**src/sgm_pkg.sv**
```systemverilog
// ----------------------------------------------------------------------------
// sgm_pkg
// Shared widths, register indexes and the items that travel between the
// front end, the gradient queue and the magnitude pipeline.
// ----------------------------------------------------------------------------
`default_nettype none

package sgm_pkg;

  localparam int PIX_W      = 8;
  localparam int CFG_W_W    = 12;
  localparam int CFG_H_W    = 13;
  localparam int CFG_IDX_W  = 2;
  localparam int CFG_DATA_W = 13;

  localparam logic [CFG_IDX_W-1:0] CFG_IMAGE_WIDTH  = 2'd0;
  localparam logic [CFG_IDX_W-1:0] CFG_IMAGE_HEIGHT = 2'd1;

  localparam int RESET_WIDTH    = 640;
  localparam int RESET_HEIGHT   = 480;
  localparam int DEF_MAX_WIDTH  = 2048;
  localparam int DEF_MAX_HEIGHT = 4096;

  // largest sizes the configuration registers can express
  localparam int CFG_W_MAX = (1 << CFG_W_W) - 1;
  localparam int CFG_H_MAX = (1 << CFG_H_W) - 1;

  localparam int ROW_OUT_W = 12;
  localparam int COL_OUT_W = 11;
  localparam int MAG_W     = 11;
  localparam int GRAD_W    = 10;
  localparam int SQ_W      = 21;
  localparam int DIM_W     = 14;
  localparam int SUM_W     = 12;

  localparam int QUEUE_DEPTH = 4;

  typedef struct packed {
    logic [ROW_OUT_W-1:0] row;
    logic [COL_OUT_W-1:0] col;
    logic                 last;
  } res_meta_t;

  typedef struct packed {
    logic [GRAD_W-1:0] ax;
    logic [GRAD_W-1:0] ay;
    res_meta_t         meta;
  } grad_item_t;

  typedef struct packed {
    logic full;
    logic empty;
  } fifo_stat_t;

endpackage

`default_nettype wire

```
**src/sgm_queue.sv**
```systemverilog
// ----------------------------------------------------------------------------
// sgm_queue
// Short register queue of gradient items between front end and back end.
// ----------------------------------------------------------------------------
`default_nettype none

module sgm_queue #(
  parameter int DEPTH = sgm_pkg::QUEUE_DEPTH
) (
  input  wire logic                clk,
  input  wire logic                rst,
  input  wire logic                push,
  input  wire sgm_pkg::grad_item_t push_item,
  input  wire logic                pop,
  output sgm_pkg::grad_item_t      pop_item,
  output sgm_pkg::fifo_stat_t      stat
);

  import sgm_pkg::*;

  localparam int PTR_W = (DEPTH > 1) ? $clog2(DEPTH) : 1;
  localparam int CNT_W = $clog2(DEPTH + 1);

  grad_item_t       entry [DEPTH];
  logic [PTR_W-1:0] head;
  logic [PTR_W-1:0] tail;
  logic [CNT_W-1:0] count;

  function automatic logic [PTR_W-1:0] ptr_inc(input logic [PTR_W-1:0] p);
    ptr_inc = (32'(p) == DEPTH - 1) ? '0 : p + PTR_W'(1);
  endfunction

  always_ff @(posedge clk) begin
    if (rst) begin
      head  <= '0;
      tail  <= '0;
      count <= '0;
    end else begin
      if (push) begin
        tail <= ptr_inc(tail);
      end
      if (pop) begin
        head <= ptr_inc(head);
      end
      if (push && !pop) begin
        count <= count + CNT_W'(1);
      end else if (pop && !push) begin
        count <= count - CNT_W'(1);
      end
    end
  end

  always_ff @(posedge clk) begin
    if (push) begin
      entry[tail] <= push_item;
    end
  end

  assign pop_item   = entry[head];
  assign stat.full  = (count == CNT_W'(DEPTH));
  assign stat.empty = (count == '0);

endmodule

`default_nettype wire

```
**config.mk**
```make
export PLATFORM = sky130hd
export DESIGN_NAME = sgm_queue
export DESIGN_NICKNAME = d
export VERILOG_FILES = /design/src/sgm_pkg.sv /design/src/sgm_queue.sv
export SDC_FILE = /design/constraint.sdc
export NUM_CORES = 1
export LEC_CHECK = 0
export ABC_CLOCK_PERIOD_IN_PS = 6440
export BUFFER_PORTS_ARGS = -buffer_cell sky130_fd_sc_hd__buf_4
export CAP_MARGIN = 20
export CORE_MARGIN = 2
export CORE_UTILIZATION = 55
export CTS_CLUSTER_DIAMETER = 120
export DETAILED_ROUTE_END_ITERATION = 10
export PLACE_DENSITY = 0.83
export SLEW_MARGIN = 30
export SYNTH_ARGS = -nofsm -noshare
export SYNTH_HDL_FRONTEND = slang
export SYNTH_SLANG_ARGS = --single-unit
```
**constraint.sdc**
```tcl
create_clock -name clk -period 6.44 [get_ports clk]
set_clock_uncertainty 0.15 [all_clocks]
set_input_delay 0.644 -clock clk [delete_from_list [all_inputs] [get_ports clk]]
set_output_delay 0.644 -clock clk [all_outputs]
set_load 0.01 [all_outputs]
```
# Word-level counts from Yosys, hierarchy flattened
# Memory sizes are Yosys's and may differ from the RTL's. A register that Yosys moved wholly into a read port is not among the register bits.
# Cells that the tools add are included.
word_totals:
  regBits: 7
  romBits: 0
  input_bits: 48
  mem_count: 1
  latch_bits: 0
  elab_cells: 25
  ramBits: 176
  out_inout_bits: 46
op_classes:
  n_addsub: 4
  shift: 0
  n_mux: 8
  n_lt_le_gt_ge: 0
  n_reduce_logical: 6
  div_mod_pow: 0
  n_eq_ne: 3
  n_bitwise: 0
  multipliers: 0
memory_table:
  columns: ["name", "depth", "width", "read_ports", "rd_clocked_by_memory_dff", "wr", "line", "rtl"]
  rows:
  - ["entry", 4, 44, 1, 1, 1, "sgm_queue.sv:24", "grad_item_t entry [DEPTH];"]
op_table:
  columns: ["operator", "n"]
  rows:
  - ["$mux 2", 4]
  - ["$mux 3", 2]
  - ["$add 2x1->2 const B", 2]
  - ["$eq 2x2->1 const B", 2]
  - ["$add 3x1->3 const B", 1]
  - ["$eq 3x3->1 const B", 1]
  - ["$logic_not 3->1", 1]
  - ["$sub 3x1->3 const B", 1]
  - ["$logic_and 1x1->1", 2]
  - ["$logic_not 1->1", 2]
  - ["$mux 1", 2]
  - ["$reduce_bool 2->1", 1]

# Depth between registers and ports, before layout
depth:
  ltp_word: 4
  depth_mapped: 7
  depth_no_buf: 7

# Least setup slack after synthesis
# OpenSTA, ideal clock, no wires.
synth_timing:
  path_type: "input to register"
  start: "input push"
  end: "memory entry[0][0] in the netlist's numbering, enable pin"
  required_time_ns: 5.884
  path_buffers: 0
  slack_ns: 4.180
  path_stages: 1
  setup_ns: 0.406
  arrival_ns: 1.705
  cell_sequence: "and2_1"
synth_via:
  elab_chain_len: 2
synth_lines:
  columns: ["element", "line", "rtl"]
  rows:
  - ["start, declared", "sgm_queue.sv:12", "input wire logic push,"]
  - ["$mux 1", "sgm_queue.sv:54", "if (push) begin"]
  - ["$mux 1 (implied by the code)", "sgm_queue.sv:55", "entry[tail] <= push_item;"]
  - ["end, declared", "sgm_queue.sv:24", null]
# Every way passes these cells.

==> results by group <==
Status
  – Result of the run: complete, no violations

CTS
  – Gates resized, CTS repair: 0
  – Clock transition at the registers of the reported paths: 60 ps
  – Clock latency reported for the late side of the worst-skew pair: 420 ps
  – Max H-tree Level: 4
  – CTS tree: built
  – Root buffer cell: sky130_fd_sc_hd__clkbuf_16
  – Maximum number of buffers from clock root to sink: 2
  – Post-CTS Repair Setup Buffers: 0
  – Number of buffers inserted for hold repair after clock tree synthesis: 0
  – Clock tree sinks: 185
  – Number of clock buffers inserted by TritonCTS: 17

Min path
  – Cell count of the worst hold path: 1
  – Worst-case hold path end point: entry[3][35]$_DFFE_PP_
  – Hold Crit Start: push_item[35]
  – Class of the worst hold path: input pin to register

Drt
  – DRC errors left: 0
  – Routed wire per std cell: 19.60 microns
  – Vias per cell: 5.420
  – Vias post-DR: 3057
  – Number of nets with antenna violations after routing: 0
  – Violation count after the first detailed-route iteration: 233
  – Wire length after detailed routing: roughly 11000 microns
  – Iteration count of the initial detailed-routing pass: 4

Yosys
  – Asr flop ratio synth: 0
  – Warnings from Yosys: 0
  – Number of instances in the synthesized netlist: 275
  – Syn nets: 330
  – Top cell types by occurrence after synthesis: sky130_fd_sc_hd__edfxtp_1 (176), sky130_fd_sc_hd__mux4_2 (40), sky130_fd_sc_hd__dfxtp_1 (9)
  – Count of state elements after synthesis: 185
  – Netlist area before placement: 0.006850 sq mm
  – Mean post-synth cell area: between 20 and 25 sq um
  – Distinct cells, synth: 20
  – Area share of the leading cell type in the synthesized netlist: 0.7715
  – Post-synth top area cell: sky130_fd_sc_hd__edfxtp_1
  – Main area contributors after synthesis: sky130_fd_sc_hd__edfxtp_1 (77%), sky130_fd_sc_hd__mux4_2 (13%), sky130_fd_sc_hd__dfxtp_1 (2.6%)
  – Part of the Yosys area used for sequential elements: 0.7978
  – Number of enable-type register cells in the synthesized netlist: roughly 180
  – Leading register cell type out of synthesis: sky130_fd_sc_hd__edfxtp_1
  – Most numerous cell in the Yosys netlist: sky130_fd_sc_hd__edfxtp_1

Setup path
  – Internal reg-to-reg setup slack: 4410 ps
  – End of the worst register-to-register path: entry[3][13]$_DFFE_PP_
  – Reg2Reg Depth: 3
  – Critical path, cell by cell: buf_16, mux4_1, buf_4
  – Launching element type of the critical path: register
  – CP endpoint kind: primary output
  – Launch point of the worst reg-to-reg path: tail[0]$_SDFFE_PP0P_
  – Cell type of the slowest stage on the worst timing path: sky130_fd_sc_hd__mux4_1
  – CP required: between 5000 and 6000 ps
  – Top cell family by delay on the critical path: multiplexers
  – Highest net fanout along the worst path: 28
  – WP data arrival: 2070 ps
  – Crit path buffers/inverters: 2
  – Delay of the slowest cell on the worst path: 620 ps
  – Type of the worst setup path: register to primary output

Placement
  – Half-perimeter wire length after placement: 6605 microns
  – Placed cell areas: slightly below 0.008 sq mm
  – Number of buffer cells added on primary ports: 93
  – Placer's final routability congestion estimate: roughly 0.7

Layout
  – Design Area, Final: a little over 0.008 sq mm
  – Layout overhead on the synthesized area: 20.91%
  – Final core utilization: 0.6867
  – Layout cell share with drive strength beyond 1: 0.4253
  – NumNets Final: 437

Timing
  – Fmax achieved: 0.3487 GHz
  – Part of the cycle the worst path needs: 0.4454
  – Final setup TNS: 0 ps
  – Setup violation total in the final timing report: 0
  – Final-report hold violation count: 0
  – Clock period minus worst slack: about 2900 ps
  – Unrepaired setup endpoints after global routing: false
  – Max-slew violation count: 0
  – Worst-margin pin slew: 638.8 ps
  – Worst slew margin: 0.5741

Global routing
  – Initial antenna violation count: 1
  – Grt total ovfl: 0
  – Largest net degree at the start of global routing: 45
  – Overall Global Routing Usage: 0.1793
  – First-pass GRT wire length: 16940 microns
  – Number of global-route vias before repair: 3246

Floorplanning
  – Starting utilization of the core area: 0.5679
  – Die width: around 120 microns
  – Total number of placement rows: 40
  – Vertical die dimension: 115.6 microns
  – Top-level I/O count: 94
  – Die area: 0.01336 sq mm
  – Core ar.: 0.01206 sq mm

Flow run
  – Maximum Capacitance Violations: 0

Power
  – Peak supply drop: 184.7 uV
  – Static leakage: 2.843 nW
  – P per Cell Area: around 320 mW/mm^2
==> report_power, final <==
group          internal [W]  leakage (nW)  switching (W)
Combinational      0.000129         0.875       0.000105
Sequential          0.00137          1.69      0.0000277
Clock              0.000600         0.275       0.000396
Total               0.00210          2.84       0.000528
==> cell type report <==
type / count / area, sq um
diodes: 1 / 2.502
clock buffers: 20 / 436.7
clock inverters: 12 / 131.4
fillers: 735 / 3779
inverters: 5 / 18.77
multi-input cells: 75 / 1255
flip-flops and latches: 185 / 5473
well taps: 168 / 210.2
repair buffers: 98 / 755.7
==> worst max path at each step <==
stage                            end  slack [ps]  cells after the start
2_1_floorplan  entry[0][0]$_DFFE_PP_        4180                      1
3_5_place_dp            pop_item[36]        3780                      2
6_report                pop_item[35]        3570                      3
4_1_cts                 pop_item[36]        3320                      2
3_3_place_gp            pop_item[35]        3830                      2
5_1_grt                 pop_item[35]        3450                      3
==> metrics by stage <==
step                      setup slack, ps  hold slack [ps]  instances  total power (W)
after global placement               3831            327.6        530         0.001649
after floorplan                      4180            310.3        275         0.001545
after CTS                            3322            246.2        562         0.002653
after detailed placement             3783            368.7        530         0.001658
after global routing                 3452            252.1        563         0.002713
final                                3572            264.0        564         0.002629
==> registers in the layout (all words and copies together) (netlist names), named ones only <==
register  flops
tail          2
head          2
entry       176
count         3
==> worst reg2reg max path, delay by kind of cell (launching register included) <==
family	cells	cell delay (ps)
buffers and inverters	1	470
AND/OR/NAND/NOR	1	450
adder cells (fa/ha/maj)	1	190
flip-flops	1	410
==> cell families (layout without fill, tap and decap cells) <==
kind of cell | Yosys count | in the layout | share of synthesized area
AND/OR/NAND/NOR | 15 | 15 | 0.01187
multiplexers | 47 | 47 | 0.1512
AO/OA/AOI/OAI | 4 | 4 | 0.002921
flip-flops | 185 | 185 | 0.7978
adder cells (fa/ha/maj) | 7 | 7 | 0.01388
other | 0 | 1 | 0
XOR/XNOR | 2 | 2 | 0.002558
buffers and inverters | 15 | 135 | 0.01973
==> cell usage in the layout (no fill, tap or decap) <==
master	instances
sky130_fd_sc_hd__clkbuf_16	17
sky130_fd_sc_hd__mux2i_1	3
sky130_fd_sc_hd__clkinvlp_4	1
sky130_fd_sc_hd__or3_1	1
sky130_fd_sc_hd__bufinv_16	3
sky130_fd_sc_hd__nor2_1	6
sky130_fd_sc_hd__and2_2	4
sky130_fd_sc_hd__nor3b_1	3
sky130_fd_sc_hd__xor2_1	2
sky130_fd_sc_hd__clkbuf_1	3
sky130_fd_sc_hd__a21oi_1	3
sky130_fd_sc_hd__edfxtp_1	176
sky130_fd_sc_hd__buf_4	97
sky130_fd_sc_hd__dfxtp_4	2
sky130_fd_sc_hd__o21ai_0	1
sky130_fd_sc_hd__buf_16	1
sky130_fd_sc_hd__mux4_2	40
sky130_fd_sc_hd__dfxtp_1	7
sky130_fd_sc_hd__nor3_1	1
sky130_fd_sc_hd__inv_1	5
sky130_fd_sc_hd__diode_2	1
sky130_fd_sc_hd__ha_1	6
sky130_fd_sc_hd__mux4_1	4
sky130_fd_sc_hd__clkinv_2	3
sky130_fd_sc_hd__fa_1	1
sky130_fd_sc_hd__clkinv_1	5
==> metal layers <==
| metal | GRT usage | wire length (microns) | vias up |
|---|---|---|---|
| met5 | 0 | 0 | - |
| met4 | 0.08193 | 212 | 0 |
| met2 | 0.2865 | 5602 | 87 |
| met3 | 0.05439 | 621 | 16 |
| li1 | - | - | 1377 |
| met1 | 0.2300 | 4618 | 1577 |
No activity file was read; power rests on OpenSTA's default activity.
