$ cat src/sgm_pkg.sv
// ----------------------------------------------------------------------------
// sgm_pkg
// Shared widths, register indexes and the items that travel between the
// front end, the gradient queue and the magnitude pipeline.
// ----------------------------------------------------------------------------
`default_nettype none

package sgm_pkg;

  localparam int PIX_W      = 8;
  localparam int CFG_W_W    = 12;
  localparam int CFG_H_W    = 13;
  localparam int CFG_IDX_W  = 2;
  localparam int CFG_DATA_W = 13;

  localparam logic [CFG_IDX_W-1:0] CFG_IMAGE_WIDTH  = 2'd0;
  localparam logic [CFG_IDX_W-1:0] CFG_IMAGE_HEIGHT = 2'd1;

  localparam int RESET_WIDTH    = 640;
  localparam int RESET_HEIGHT   = 480;
  localparam int DEF_MAX_WIDTH  = 2048;
  localparam int DEF_MAX_HEIGHT = 4096;

  // largest sizes the configuration registers can express
  localparam int CFG_W_MAX = (1 << CFG_W_W) - 1;
  localparam int CFG_H_MAX = (1 << CFG_H_W) - 1;

  localparam int ROW_OUT_W = 12;
  localparam int COL_OUT_W = 11;
  localparam int MAG_W     = 11;
  localparam int GRAD_W    = 10;
  localparam int SQ_W      = 21;
  localparam int DIM_W     = 14;
  localparam int SUM_W     = 12;

  localparam int QUEUE_DEPTH = 4;

  typedef struct packed {
    logic [ROW_OUT_W-1:0] row;
    logic [COL_OUT_W-1:0] col;
    logic                 last;
  } res_meta_t;

  typedef struct packed {
    logic [GRAD_W-1:0] ax;
    logic [GRAD_W-1:0] ay;
    res_meta_t         meta;
  } grad_item_t;

  typedef struct packed {
    logic full;
    logic empty;
  } fifo_stat_t;

endpackage

`default_nettype wire

$ cat src/sgm_back.sv
// ----------------------------------------------------------------------------
// sgm_back
// Squares the Sobel sums and takes the floor square root one result bit
// per pipeline stage; the last stage is the output register.
// ----------------------------------------------------------------------------
`default_nettype none

module sgm_back (
  input  wire logic                          clk,
  input  wire logic                          rst,
  input  wire sgm_pkg::fifo_stat_t           q_stat,
  input  wire sgm_pkg::grad_item_t           pop_item,
  output logic                               pop,
  output logic                               out_valid,
  input  wire logic                          out_ready,
  output logic [sgm_pkg::ROW_OUT_W-1:0]      center_row,
  output logic [sgm_pkg::COL_OUT_W-1:0]      center_col,
  output logic [sgm_pkg::MAG_W-1:0]          magnitude,
  output logic                               frame_last
);

  import sgm_pkg::*;

  localparam int ST   = MAG_W;
  localparam int TR_W = 2 * MAG_W + 1;
  localparam int P_W  = 2 * GRAD_W;

  logic en;

  logic            s_vld;
  logic [P_W-1:0]  s_ax2;
  logic [P_W-1:0]  s_ay2;
  res_meta_t       s_meta;

  logic            vld  [ST+1];
  logic [SQ_W-1:0] rem  [ST+1];
  logic [MAG_W-1:0] root [ST+1];
  res_meta_t       meta [ST+1];

  // whole pipeline holds while a result waits at the output
  assign en  = !vld[ST] || out_ready;
  assign pop = en && !q_stat.empty;

  always_ff @(posedge clk) begin
    if (rst) begin
      s_vld  <= 1'b0;
      vld[0] <= 1'b0;
    end else if (en) begin
      s_vld  <= pop;
      vld[0] <= s_vld;
    end
  end

  always_ff @(posedge clk) begin
    if (en) begin
      s_ax2   <= P_W'(pop_item.ax) * P_W'(pop_item.ax);
      s_ay2   <= P_W'(pop_item.ay) * P_W'(pop_item.ay);
      s_meta  <= pop_item.meta;
      rem[0]  <= SQ_W'(s_ax2) + SQ_W'(s_ay2);
      root[0] <= '0;
      meta[0] <= s_meta;
    end
  end

  for (genvar k = 0; k < ST; k++) begin : g_root
    localparam int B = ST - 1 - k;
    logic [TR_W-1:0] trial;
    logic [TR_W-1:0] rem_ext;
    logic            take;

    // try setting result bit B: needs rem >= (root << (B+1)) + 4^B
    assign trial   = (TR_W'(root[k]) << (B + 1)) | (TR_W'(1) << (2 * B));
    assign rem_ext = TR_W'(rem[k]);
    assign take    = rem_ext >= trial;

    always_ff @(posedge clk) begin
      if (rst) begin
        vld[k+1] <= 1'b0;
      end else if (en) begin
        vld[k+1] <= vld[k];
      end
    end

    always_ff @(posedge clk) begin
      if (en) begin
        rem[k+1]  <= take ? SQ_W'(rem_ext - trial) : rem[k];
        root[k+1] <= take ? (root[k] | (MAG_W'(1) << B)) : root[k];
        meta[k+1] <= meta[k];
      end
    end
  end

  assign out_valid  = vld[ST];
  assign magnitude  = root[ST];
  assign center_row = meta[ST].row;
  assign center_col = meta[ST].col;
  assign frame_last = meta[ST].last;

endmodule

`default_nettype wire

$ cat config.mk
export PLATFORM = sky130hd
export DESIGN_NAME = sgm_back
export DESIGN_NICKNAME = d
export VERILOG_FILES = /design/src/sgm_pkg.sv /design/src/sgm_back.sv
export SDC_FILE = /design/constraint.sdc
export NUM_CORES = 1
export LEC_CHECK = 0
export BUFFER_PORTS_ARGS = -buffer_cell sky130_fd_sc_hd__buf_2
export CORE_ASPECT_RATIO = 1.5
export CORE_UTILIZATION = 63
export DETAILED_ROUTE_END_ITERATION = 12
export PLACE_DENSITY = 0.79
export SYNTH_ARGS = -nofsm -noshare
export SYNTH_HDL_FRONTEND = slang
export SYNTH_SLANG_ARGS = --single-unit
$ cat constraint.sdc
create_clock -name clk -period 19.55 [get_ports clk]
set_input_delay 0.9775 -clock clk [delete_from_list [all_inputs] [get_ports clk]]
set_output_delay 0.9775 -clock clk [all_outputs]
set_load 0.01 [all_outputs]
Word-level counts from Yosys, hierarchy flattened
Memories as Yosys holds them, arrays and structs flattened. Index checks and enable logic that the tools add are counted.

Bits in registers: 65. Bits in writable memories: 684. Output and inout port bits: 37. Memories kept: 4.

Add/sub/neg operators: 12. $mul: 2. $lt $le $gt $ge: 11. Muxes and demuxes: 40. Bitwise operators: 12. Reductions and logical operators: 4.

Memory list: meta (depth 12, width 24, rd ports 12, clocked after Yosys merged registers in 0, write ports 12, line sgm_back.sv:38) `res_meta_t meta [ST+1];`; rem (depth 12, width 21, rd ports 11, clocked after Yosys merged registers in 0, write ports 12, line sgm_back.sv:36) `logic [SQ_W-1:0] rem [ST+1];`; root (depth 12, width 11, rd ports 12, clocked after Yosys merged registers in 0, write ports 12, line sgm_back.sv:37) `logic [MAG_W-1:0] root [ST+1];`; vld (depth 12, width 1, rd ports 12, clocked after Yosys merged registers in 0, write ports 12, line sgm_back.sv:35) `logic vld [ST+1];`.

Operators by type and width (number): $mux W21 (11); $sub A21 B21 Y21 (2); $mul A10 B10 Y20 (2); $ge A21 B22 Y1 (1); $add A20 B20 Y21 (1); $ge A21 B12 Y1 (1); $ge A21 B13 Y1 (1); $ge A21 B14 Y1 (1); $ge A21 B15 Y1 (1); $ge A21 B16 Y1 (1); $ge A21 B17 Y1 (1); $ge A21 B18 Y1 (1); $ge A21 B19 Y1 (1); $ge A21 B20 Y1 (1); $ge A21 B21 Y1 (1); $sub A21 B12 Y21 (1); $sub A21 B13 Y21 (1); $sub A21 B14 Y21 (1); $sub A21 B15 Y21 (1); $sub A21 B16 Y21 (1); $sub A21 B17 Y21 (1); $sub A21 B18 Y21 (1); $sub A21 B19 Y21 (1); $sub A21 B20 Y21 (1); other kinds (15) (45).

Depth between registers and ports, before layout
Gate-level depths: netlist of the first run. An unclocked memory read counts as a cell.

Depth in word-level cells: 7. Gate-level depth with buffers: 20. Depth with buffers taken out: 19.

Worst setup path before layout of the first run
No wires, ideal clock.

Path type: input port to flip-flop. Start point: in out_ready. End point: mem meta[0][0] (netlist name) (enable). Data arrival time: 13535 ps. Data required time: 18558 ps. Setup slack: 5022 ps. Stages on the path: 2. Cells stage by stage: nor2b_1 inv_1.

RTL lines: from (decl) (line sgm_back.sv:15) `input wire logic out_ready,`; to (decl) (line sgm_back.sv:38).

Final worst setup path of the first run
Start point: in pop_item[34] (netlist name). End point: reg s_ax2[16], data pin.

Word-level cells in the longest chain between the ends: 1.

Ends and longest elaborated chain: from (decl) (line sgm_back.sv:12) `input wire sgm_pkg::grad_item_t pop_item,`; $mul A10 B10 Y20 (line sgm_back.sv:56) `s_ax2 <= P_W'(pop_item.ax) * P_W'(pop_item.ax);`; to (signal assigned) (line sgm_back.sv:56); to (decl) (line sgm_back.sv:31) `logic [P_W-1:0] s_ax2;`.

Every way passes these cells. A chain may end at the register's enable or synchronous reset.

==> results of run 1 <==
layout by cell type (no fill, tap or decap), types with 9 or more instances in the layout:
cell type,count
nor3_1,32
and2_1,69
o21ai_0,60
a211oi_1,10
o21a_1,35
fa_1,93
clkinv_1,12
o31ai_1,12
nor4_1,26
mux2_2,10
edfxtp_1,659
a21o_1,36
clkbuf_1,11
nand2b_1,20
a21oi_1,70
nand3_1,17
nand2_1,106
buf_2,84
nor4b_1,9
nor2b_1,17
or3_1,10
xnor2_1,73
nor2_1,81
inv_1,232
clkbuf_16,58
nand4_1,13
xor2_1,45
clkinv_2,11
ha_1,184
per-stage QoR:
stage	area (µm²)	setup slack (ps)	hold WS, ps
floorplan	30500	5020	400
global placement	31400	13270	400
detailed placement	31400	13190	405
CTS	33200	13820	412
global route	33200	13540	414
finish	33200	13810	404
critical path: stages:
cell and delay (ps):
buf_2 240, nand2_1 170, fa_1 540, fa_1 550, inv_1 60, fa_1 500
fa_1 560, inv_1 60, fa_1 530, inv_1 40, ha_1 360, a21oi_1 160
o221ai_1 170, a221oi_1 480, a21oi_1 200, a21o_1 220, a21oi_1 160, xnor2_1 90
metal layers:
layer / share of wire, % / routed length, µm
met1: 33 / 16200
met5: 0 / 0
met2: 59 / 29400
met4: 4.5 / 2210
met3: 3.3 / 1610
state kept, by name, indices dropped and copies added (netlist names):
signal  cells
meta      288
rem       231
s_ax2      19
root       66
s_vld       1
s_meta     24
s_ay2      19
vld        12
report_power, final:
group | total (mW) | leakage, nW | switching (mW) | internal, mW
Clock | 1.08 | 0.884 | 0.479 | 0.599
Combinational | 1.71 | 6.02 | 0.960 | 0.755
Sequential | 2.27 | 6.94 | 0.203 | 2.07
cell usage after synthesis (9+ instances only):
cell / number / area share [%]
edfxtp_1: 659 / 65
inv_1: 233 / 2.9
ha_1: 184 / 7.6
nand2_1: 106 / 1.3
fa_1: 93 / 6.1
nor2_1: 81 / 1.0
xnor2_1: 73 / 2.1
a21oi_1: 70 / 1.1
and2_1: 69 / 1.4
o21ai_0: 60 / 0.99
xor2_1: 45 / 1.3
a21o_1: 36 / 0.89
o21a_1: 35 / 0.86
clkbuf_1: 33 / 0.41
nor3_1: 32 / 0.53
nor4_1: 26 / 0.53
buf_4: 23 / 0.57
nand2b_1: 20 / 0.41
nand3_1: 17 / 0.28
nor2b_1: 17 / 0.35
nand4_1: 13 / 0.27
o31ai_1: 12 / 0.30
a211oi_1: 10 / 0.25
mux2_2: 10 / 0.37
or3_1: 10 / 0.21
nor4b_1: 9 / 0.26
final timing paths:
check	start	endpoint	slack [ps]	cells after the start
setup reg to reg	vld[5][1]	s_ax2[11]	15810	4
hold / removal	meta[1][8]	meta[1][32]	400	0
setup / recovery	pop_item[34]	s_ax2[16]	13810	18
hold reg to reg	meta[1][8]	meta[1][32]	400	0
final cells by class:
cell class	count	area, µm²
sequential	660	19800
fill	3074	14500
multi-input combinational	1125	9470
clock buffer	69	1490
inverter	234	886
tap	600	751
timing repair buffer	92	493
clock inverter	34	309
cells by family after synthesis:
family / share of synthesized area (%)
buffers and inverters: 3.94
other: 0.0123
adders and majority gates: 13.7
muxes: 0.608
AOI/OAI and AO/OA: 5.95
DFF: 65.0
and+or+nand+nor: 7.44
xor gates and xnor gates: 3.39
==> run_results.csv, run 1 <==
group,metric,value,unit
pwr,p_leak,13.8,nW
sta,finalHoldViolCount,0,
yosys,synth-seq-area-share,65.0,%
cts,clock-sinks,660,
grt,grt_pass1_wl,80.6,mm
drt,first_pass_iters,5,
sta,finalSetupViolations,0,
drt,drc,0,
placement,hpwl,34.5,mm
final_layout,drive_gt1_share,8.85,%
critical_path,path_class,"primary input to register",
final_layout,stdcell_count,2814,
sta,period_needed,5740,ps
drt,ant_nets,0,
floorplan,rows,98,
cts,clock_latency,600,ps
sta,worst-slew-pin-transition,1220,ps
grt,top_usage_layer,"met2",
drt,num_vias,15981,
cts,cts_made_buffers,57,
pwr,peakVddDrop,118,µV
cts,ctsHoldBuffers,0,
yosys,syn_area_per_cell,14.7,µm²
grt,antenna_found_initial,0,
sta,skew,22.5,ps
drt,drtIter0Drc,920,
yosys,ys_ff_latch,660,
cts,clk_pin_slew_worst_paths,70,ps
cts,h-tree-depth,2,
yosys,synthesis.area,30500,µm²
drt,wl_per_cell,17.6,µm
final_layout,layout-area-overhead-vs-synth,8.96,%
min_path,hold_path.class,"register to register",
placement,placed_cells,2711,
pwr,power.density,152,nW/µm²
drt,via_per_inst,5.68,
critical_path,critPathLaunchType,"primary input",
floorplan,die_w,182,µm
critical_path,crit_required,19890,ps
pwr,power,5.06,mW
cts,cts_buffer_depth,3,
sta,finalCritPeriodShare,29.4,%
critical_path,worstPathArrival,6080,ps
cts,postCtsResizedCells,0,
floorplan,initial_utilization,63.9,%
cts,cts-root-buf,"clkbuf_16",
floorplan,die_h,271,µm
yosys,synth.net_count,2405,
placement,portBuffers,84,
grt,use_met3,2.83,%
grt,grt_use_total,20.9,%
grt,grt_start_max_net_pins,221,
cts,tritoncts,"yes",
floorplan,dieArea,49300,µm²
yosys,yosys_warnings,0,
critical_path,cp_max_fo,15,
sta,rsz0062_at_grt,"false",
job,drv_cap,0,
run_status,status,"finished clean",
final_layout,nNetsFinal,2496,
yosys,synth_cell_types,71,
yosys,synth_edf_count,659,
sta,fmax,174,MHz
final_layout,diodes,0,
sta,finalSetupTns,0,ps
grt,grt-ovfl-total,0,
grt,met2_usage,43.1,%
final_layout,postLayoutCoreUtil,69.6,%
yosys,async_flop_share,0,%
yosys,netlist_instances,2079,
sta,maxSlewHeadroom,18.7,%
floorplan,core_region_area,47700,µm²
floorplan,ios,86,
yosys,synth_ff_type,"edfxtp_1",
critical_path,endpoint_kind,"register",
placement,gp_congestion,0.989,
grt,use_met1,19.5,%
drt,routed_wl,49.4,mm
sta,final_max_slew_viol_count,0,
grt,grt_pass1_vias,16997,
cts,cts_setup_buffers,0,
(Power assumes the default switching activity.)
==> run 2: changes to the inputs <==
Settings changed: CORE_UTILIZATION 63 to 57, PLACE_DENSITY 0.79 to 0.76.
Clock period 19.55 ns to 5 ns, I/O delays scaled along.
==> run 2 against run 1 <==
Against the previous run: die area increased by 10%; critical path type unchanged; critical path depth stayed put; total power increased to 3.9 times the previous value.
==> run_results.csv, run 2 (synthesis gave the netlist of run 1 again) <==
group,metric,value,unit
min_path,min_to,"s_ay2[0]",
drt,num_vias,16230,
grt,grt_pass1_vias,16931,
grt,grt_start_max_net_pins,231,
critical_path,path_common_cell,"fa_1",
grt,use_met3,2.29,%
min_path,hold_depth,2,
critical_path,crit_path_max_incr_delay,560,ps
final_layout,diodes,0,
grt,top_usage_layer,"met2",
drt,drtIter0Drc,651,
sta,finalCritPeriodShare,89.7,%
drt,via_per_inst,5.46,
floorplan,die_h,285,µm
critical_path,r2r-start,"s_ay2[4]",
placement,gp_congestion,0.901,
critical_path,crit_required,5450,ps
sta,timing.hold.ws,90.9,ps
final_layout,multiInputGateArea,9480,µm²
cts,cts_made_buffers,57,
critical_path,crit_slowest_cell,"fa_1",
final_layout,regArea,19800,µm²
drt,wl_per_cell,16.1,µm
critical_path,crit_family,"adder cells",
drt,first_pass_iters,5,
critical_path,path_class,"primary input to register",
grt,grt_pass1_wl,77.0,mm
sta,maxSlewHeadroom,22.8,%
cts,clk_pin_slew_worst_paths,60,ps
floorplan,initial_utilization,57.8,%
final_layout,nNetsFinal,2574,
min_path,worstHoldStart,"pop_item[24]",
drt,routed_wl,48.0,mm
grt,antenna_found_initial,1,
cts,h-tree-depth,2,
final_layout,layout_commonest_cell,"edfxtp_1",
drt,ant_nets,0,
floorplan,dieArea,54400,µm²
pwr,power,19.9,mW
pwr,power.density,585,nW/µm²
sta,finalHoldViolCount,0,
sta,skew,13.5,ps
floorplan,core_region_area,52700,µm²
final_layout,fill_cells,3622,
pwr,peakVddDrop,383,µV
grt,grt_use_total,17.9,%
sta,final_max_slew_viol_count,0,
grt,met2_usage,36.8,%
final_layout,largest_reg_flops,288,
floorplan,rows,103,
floorplan,ios,86,
sta,fmax,223,MHz
drt,drc,0,
final_layout,drive_gt1_share,10.6,%
min_path,hold_path.class,"primary input to register",
critical_path,reg2reg_setup_slack,1810,ps
critical_path,cp_max_fo,4,
critical_path,rr_worst_depth,8,
critical_path,cp.depth,18,
critical_path,path_cells,"buf_2 -> nand2_1 -> fa_1 -> fa_1 -> inv_1 -> fa_1 -> fa_1 -> inv_1 -> fa_1 -> inv_1 -> ha_1 -> buf_4 -> o21ai_0 -> o21ai_0 -> o21a_1 -> a21o_1 -> or4_1 -> nand3_1",
placement,portBuffers,84,
run_status,status,"finished clean",
final_layout,layout-area-overhead-vs-synth,11.6,%
final_layout,largest_registers,"meta: 288 flops, rem: 231 flops, root: 66 flops",
floorplan,die_w,191,µm
job,drv_cap,0,
critical_path,r2r_end,"rem[0][19]",
final_layout,max_flop_register,"meta",
sta,finalSetupViolations,0,
placement,hpwl,34.5,mm
cts,clock-sinks,660,
cts,tritoncts,"yes",
pwr,p_leak,14.2,nW
critical_path,worst-path-buf-inv,5,
grt,use_met1,15.9,%
critical_path,critPathLaunchType,"primary input",
sta,rsz0062_at_grt,"false",
final_layout,final_cell_mix,"edfxtp_1, inv_1, ha_1",
cts,cts-root-buf,"clkbuf_16",
critical_path,endpoint_kind,"register",
cts,cts_buffer_depth,3,
critical_path,worstPathArrival,4940,ps
grt,grt-ovfl-total,0,
sta,period_needed,4490,ps
cts,clock_latency,590,ps
sta,worst-slew-pin-transition,1160,ps
==> run 2: cell count changes in the layout (fill, tap and decap cells not counted), moves of 4 or more <==
cell and delta:
dlygate4sd3_1 +26, clkinv_1 +4, buf_4 +51, clkinv_2 -7, clkbuf_1 +4
==> run 2: how the worst max path moves through the flow <==
| stage | from | slack [ps] | to |
|---|---|---|---|
| 2_1_floorplan | vld[5][1] | -5710 | meta[0][0] |
| 3_3_place_gp | pop_item[41] | -20 | s_ax2[16] |
| 3_5_place_dp | pop_item[41] | -90 | s_ax2[16] |
| 4_1_cts | pop_item[41] | 540 | s_ax2[16] |
| 5_1_grt | pop_item[39] | 300 | s_ax2[16] |
| 6_report | pop_item[41] | 510 | s_ax2[19] |
==> run 2: final cells by class <==
cell class / instances / share of cell area (%)
Clock buffer: 73 / 4.43
Clock inverter: 31 / 0.913
Inverter: 234 / 2.59
Multi-Input combinational cell: 1125 / 27.9
Sequential cell: 660 / 58.3
Tap cell: 682 / 2.51
Timing Repair Buffer: 170 / 3.40
==> run 2: report_power, final <==
part           internal, mW  total, mW  switching (mW)  leakage, nW
combinational          3.17       6.88            3.71         6.39
sequential             8.07       8.80           0.728         6.94
clock                  2.39       4.23            1.83        0.878
total                  13.6       19.9            6.27         14.2
==> run 2: worst reg2reg max path, stage by stage (launching register included) <==
cell	delay, ps
edfxtp_1	480
ha_1	390
o21ai_0	130
o21ai_0	320
a31oi_1	240
o31ai_1	660
o21ai_0	350
o21bai_1	280
xor2_1	100
==> run 2: routing by layer <==
layer | part of all wire, % | routed length (µm)
met5 | 0 | 0
met2 | 59 | 28200
met4 | 5.1 | 2470
met1 | 33 | 15900
met3 | 2.9 | 1390
==> run 2: through the flow <==
stage	setup WS [ps]	TNS, ps	cells	area (µm²)	util, %
global route	297	0	2975	34000	64.5
floorplan	-5710	-3695550	2079	30500	-
CTS	540	0	2975	34000	64.5
global placement	-21.8	-21.8	2845	31900	60.6
finish	513	0	2975	34000	64.5
detailed placement	-85.8	-223	2845	31900	60.6
==> run 2: what timing repair did <==
item                      CTS  global route
buffers inserted            0             0
resized for setup           0             0
hold buffers               26             0
hold endpoints to repair   25             0
==> run 3: changes to the inputs <==
Settings changed: CORE_ASPECT_RATIO 1.5 to default.
==> run 3 against run 2 <==
Against the previous run: sequential share of layout area decreased by 0.93 points; final cell count increased by 0.67%; total power increased by 4.8%; setup slack got worse by 36 ps; highest routed layer unchanged; clock power increased by 25%; combinational power decreased by 2%; cell area increased by 1.6%; worst hold slack got worse by 19 ps; utilization increased by 1.1 points; critical path depth unchanged.
==> run_results.csv, run 3 (synthesis gave the netlist of run 1 again) <==
group,metric,value,unit
final_layout,final_cell_mix,"edfxtp_1, inv_1, ha_1",
sta,finalSetupViolations,0,
floorplan,ios,86,
placement,post-place-ws,-137,ps
pwr,p_switching,6.42,mW
critical_path,critPathLaunchType,"primary input",
cts,clock-sinks,660,
critical_path,path_cells,"buf_2 -> nand2_1 -> fa_1 -> fa_1 -> inv_1 -> fa_1 -> fa_1 -> inv_1 -> fa_1 -> inv_1 -> ha_1 -> a21oi_1 -> o221ai_1 -> a221oi_2 -> a21oi_1 -> a21o_1 -> a21oi_1 -> xnor2_1",
min_path,hold_path.class,"primary input to register",
grt,met2_usage,35.9,%
sta,rsz0062_at_grt,"false",
sta,finalHoldViolCount,0,
pwr,swShare,30.8,%
drt,drc,0,
floorplan,die_h,233,µm
grt,top_usage_layer,"met2",
drt,via_per_inst,5.35,
cts,clock_latency,610,ps
grt,grt_pass1_wl,78.6,mm
drt,num_vias,16032,
placement,hpwl,32.0,mm
sta,fmax,221,MHz
floorplan,core_region_area,52700,µm²
grt,grt_start_max_net_pins,192,
run_status,status,"finished clean",
sta,period_needed,4520,ps
final_layout,max_flop_register,"meta",
placement,placed_cells,2847,
placement,gp_congestion,0.918,
drt,wl_per_cell,15.9,µm
final_layout,drive_gt1_share,11.6,%
final_layout,stdcell_count,2995,
critical_path,r2r-start,"rem[9][10]",
pwr,power_frac_comb,32.5,%
placement,portBuffers,84,
critical_path,reg2reg_setup_slack,1800,ps
pwr,peakVddDrop,345,µV
grt,grt_use_total,18.3,%
final_layout,final_cell_area,34600,µm²
pwr,internal_power,14.4,mW
grt,use_met3,3.09,%
placement,placed_area,31900,µm²
grt,use_met1,18.9,%
critical_path,path_class,"primary input to register",
grt,antenna_found_initial,0,
pwr,power.density,604,nW/µm²
critical_path,path_common_cell,"fa_1",
pwr,clkPwrFrac,25.4,%
sta,final_max_slew_viol_count,0,
critical_path,worst-path-buf-inv,4,
critical_path,cp_max_fo,5,
sta,finalCritPeriodShare,90.5,%
sta,worst_slack,477,ps
job,drv_cap,0,
critical_path,crit_path_max_incr_delay,550,ps
drt,first_pass_iters,5,
grt,grt_pass1_vias,16938,
critical_path,crit_required,5350,ps
critical_path,endpoint_kind,"register",
pwr,power,20.9,mW
floorplan,dieArea,54400,µm²
final_layout,largest_registers,"meta: 288 flops, rem: 231 flops, root: 66 flops",
drt,drtIter0Drc,831,
cts,cts_buffer_depth,3,
grt,grt-ovfl-total,0,
cts,h-tree-depth,3,
pwr,pwr-share-seq,42.1,%
final_layout,nNetsFinal,2581,
final_layout,largest_reg_flops,288,
sta,maxSlewHeadroom,15.6,%
drt,routed_wl,47.5,mm
cts,clk_pin_slew_worst_paths,60,ps
floorplan,initial_utilization,57.9,%
floorplan,die_w,233,µm
cts,tritoncts,"yes",
final_layout,layout-area-overhead-vs-synth,13.4,%
drt,ant_nets,0,
critical_path,crit_slowest_cell,"fa_1",
sta,worst-slew-pin-transition,1260,ps
critical_path,worstPathArrival,4870,ps
critical_path,worstSetupStartpoint,"pop_item[42]",
cts,cts_made_buffers,68,
final_layout,layout_commonest_cell,"edfxtp_1",
final_layout,diodes,0,
sta,skew,26.6,ps
floorplan,rows,84,
cts,postCtsResizedCells,0,
cts,cts-root-buf,"clkbuf_16",
critical_path,crit_family,"adder cells",
min_path,worstHoldStart,"pop_item[34]",
pwr,p_leak,14.5,nW
-- run 3: cell types whose count changed in the layout (fill, tap and decap cells not counted), sizes merged --
cell	change
clkinv	+5
inv	+1
clkbuf	+2
buf	-4
clkinvlp	+2
bufinv	+8
-- run 3: power groups by stage --
| stage | logic (mW) | registers (mW) | clock network (mW) |
|---|---|---|---|
| after floorplan | 5.18 | 8.62 | 0 |
| after global placement | 6.43 | 8.83 | 0 |
| after detailed placement | 6.67 | 8.90 | 0 |
| after CTS | 6.80 | 8.80 | 5.42 |
| after global routing | 7.67 | 8.95 | 5.62 |
| final | 6.77 | 8.79 | 5.30 |
-- run 3: layout make-up --
class / instances / area, µm²
sequential: 660 / 19800
fill: 3582 / 18100
multi-input combinational: 1125 / 9480
clock buffer: 75 / 1730
timing repair buffer: 166 / 1140
inverter: 234 / 882
tap: 688 / 861
clock inverter: 47 / 652
-- run 3: metrics by stage --
stage                     setup TNS (ps)  utilization (%)  hold WS [ps]
after floorplan                 -3695550                -           322
after global placement             -84.0             60.6           400
after detailed placement            -378             60.6           405
after CTS                              0             65.6          32.7
after global routing                   0             65.6          53.8
final                                  0             65.6          71.9
-- run 3: repair_timing --
item                                   in CTS  in global routing
buffers inserted                            0                  0
endpoints found under the hold margin      25                  0
hold buffers                               26                  0
-- run 3: per-layer routing --
layer  up-vias  share of wire [%]
li1       7824                  -
met1      7855                 38
met2       247                 56
met3       106                2.8
met4         0                3.3
met5         -                  0
-- run 3: final timing paths --
kind | endpoint | cells past startpoint
min reg2reg | meta[0][7] | 0
max reg2reg | rem[10][6] | 7
max | s_ax2[16] | 18
min | s_ax2[0] | 2
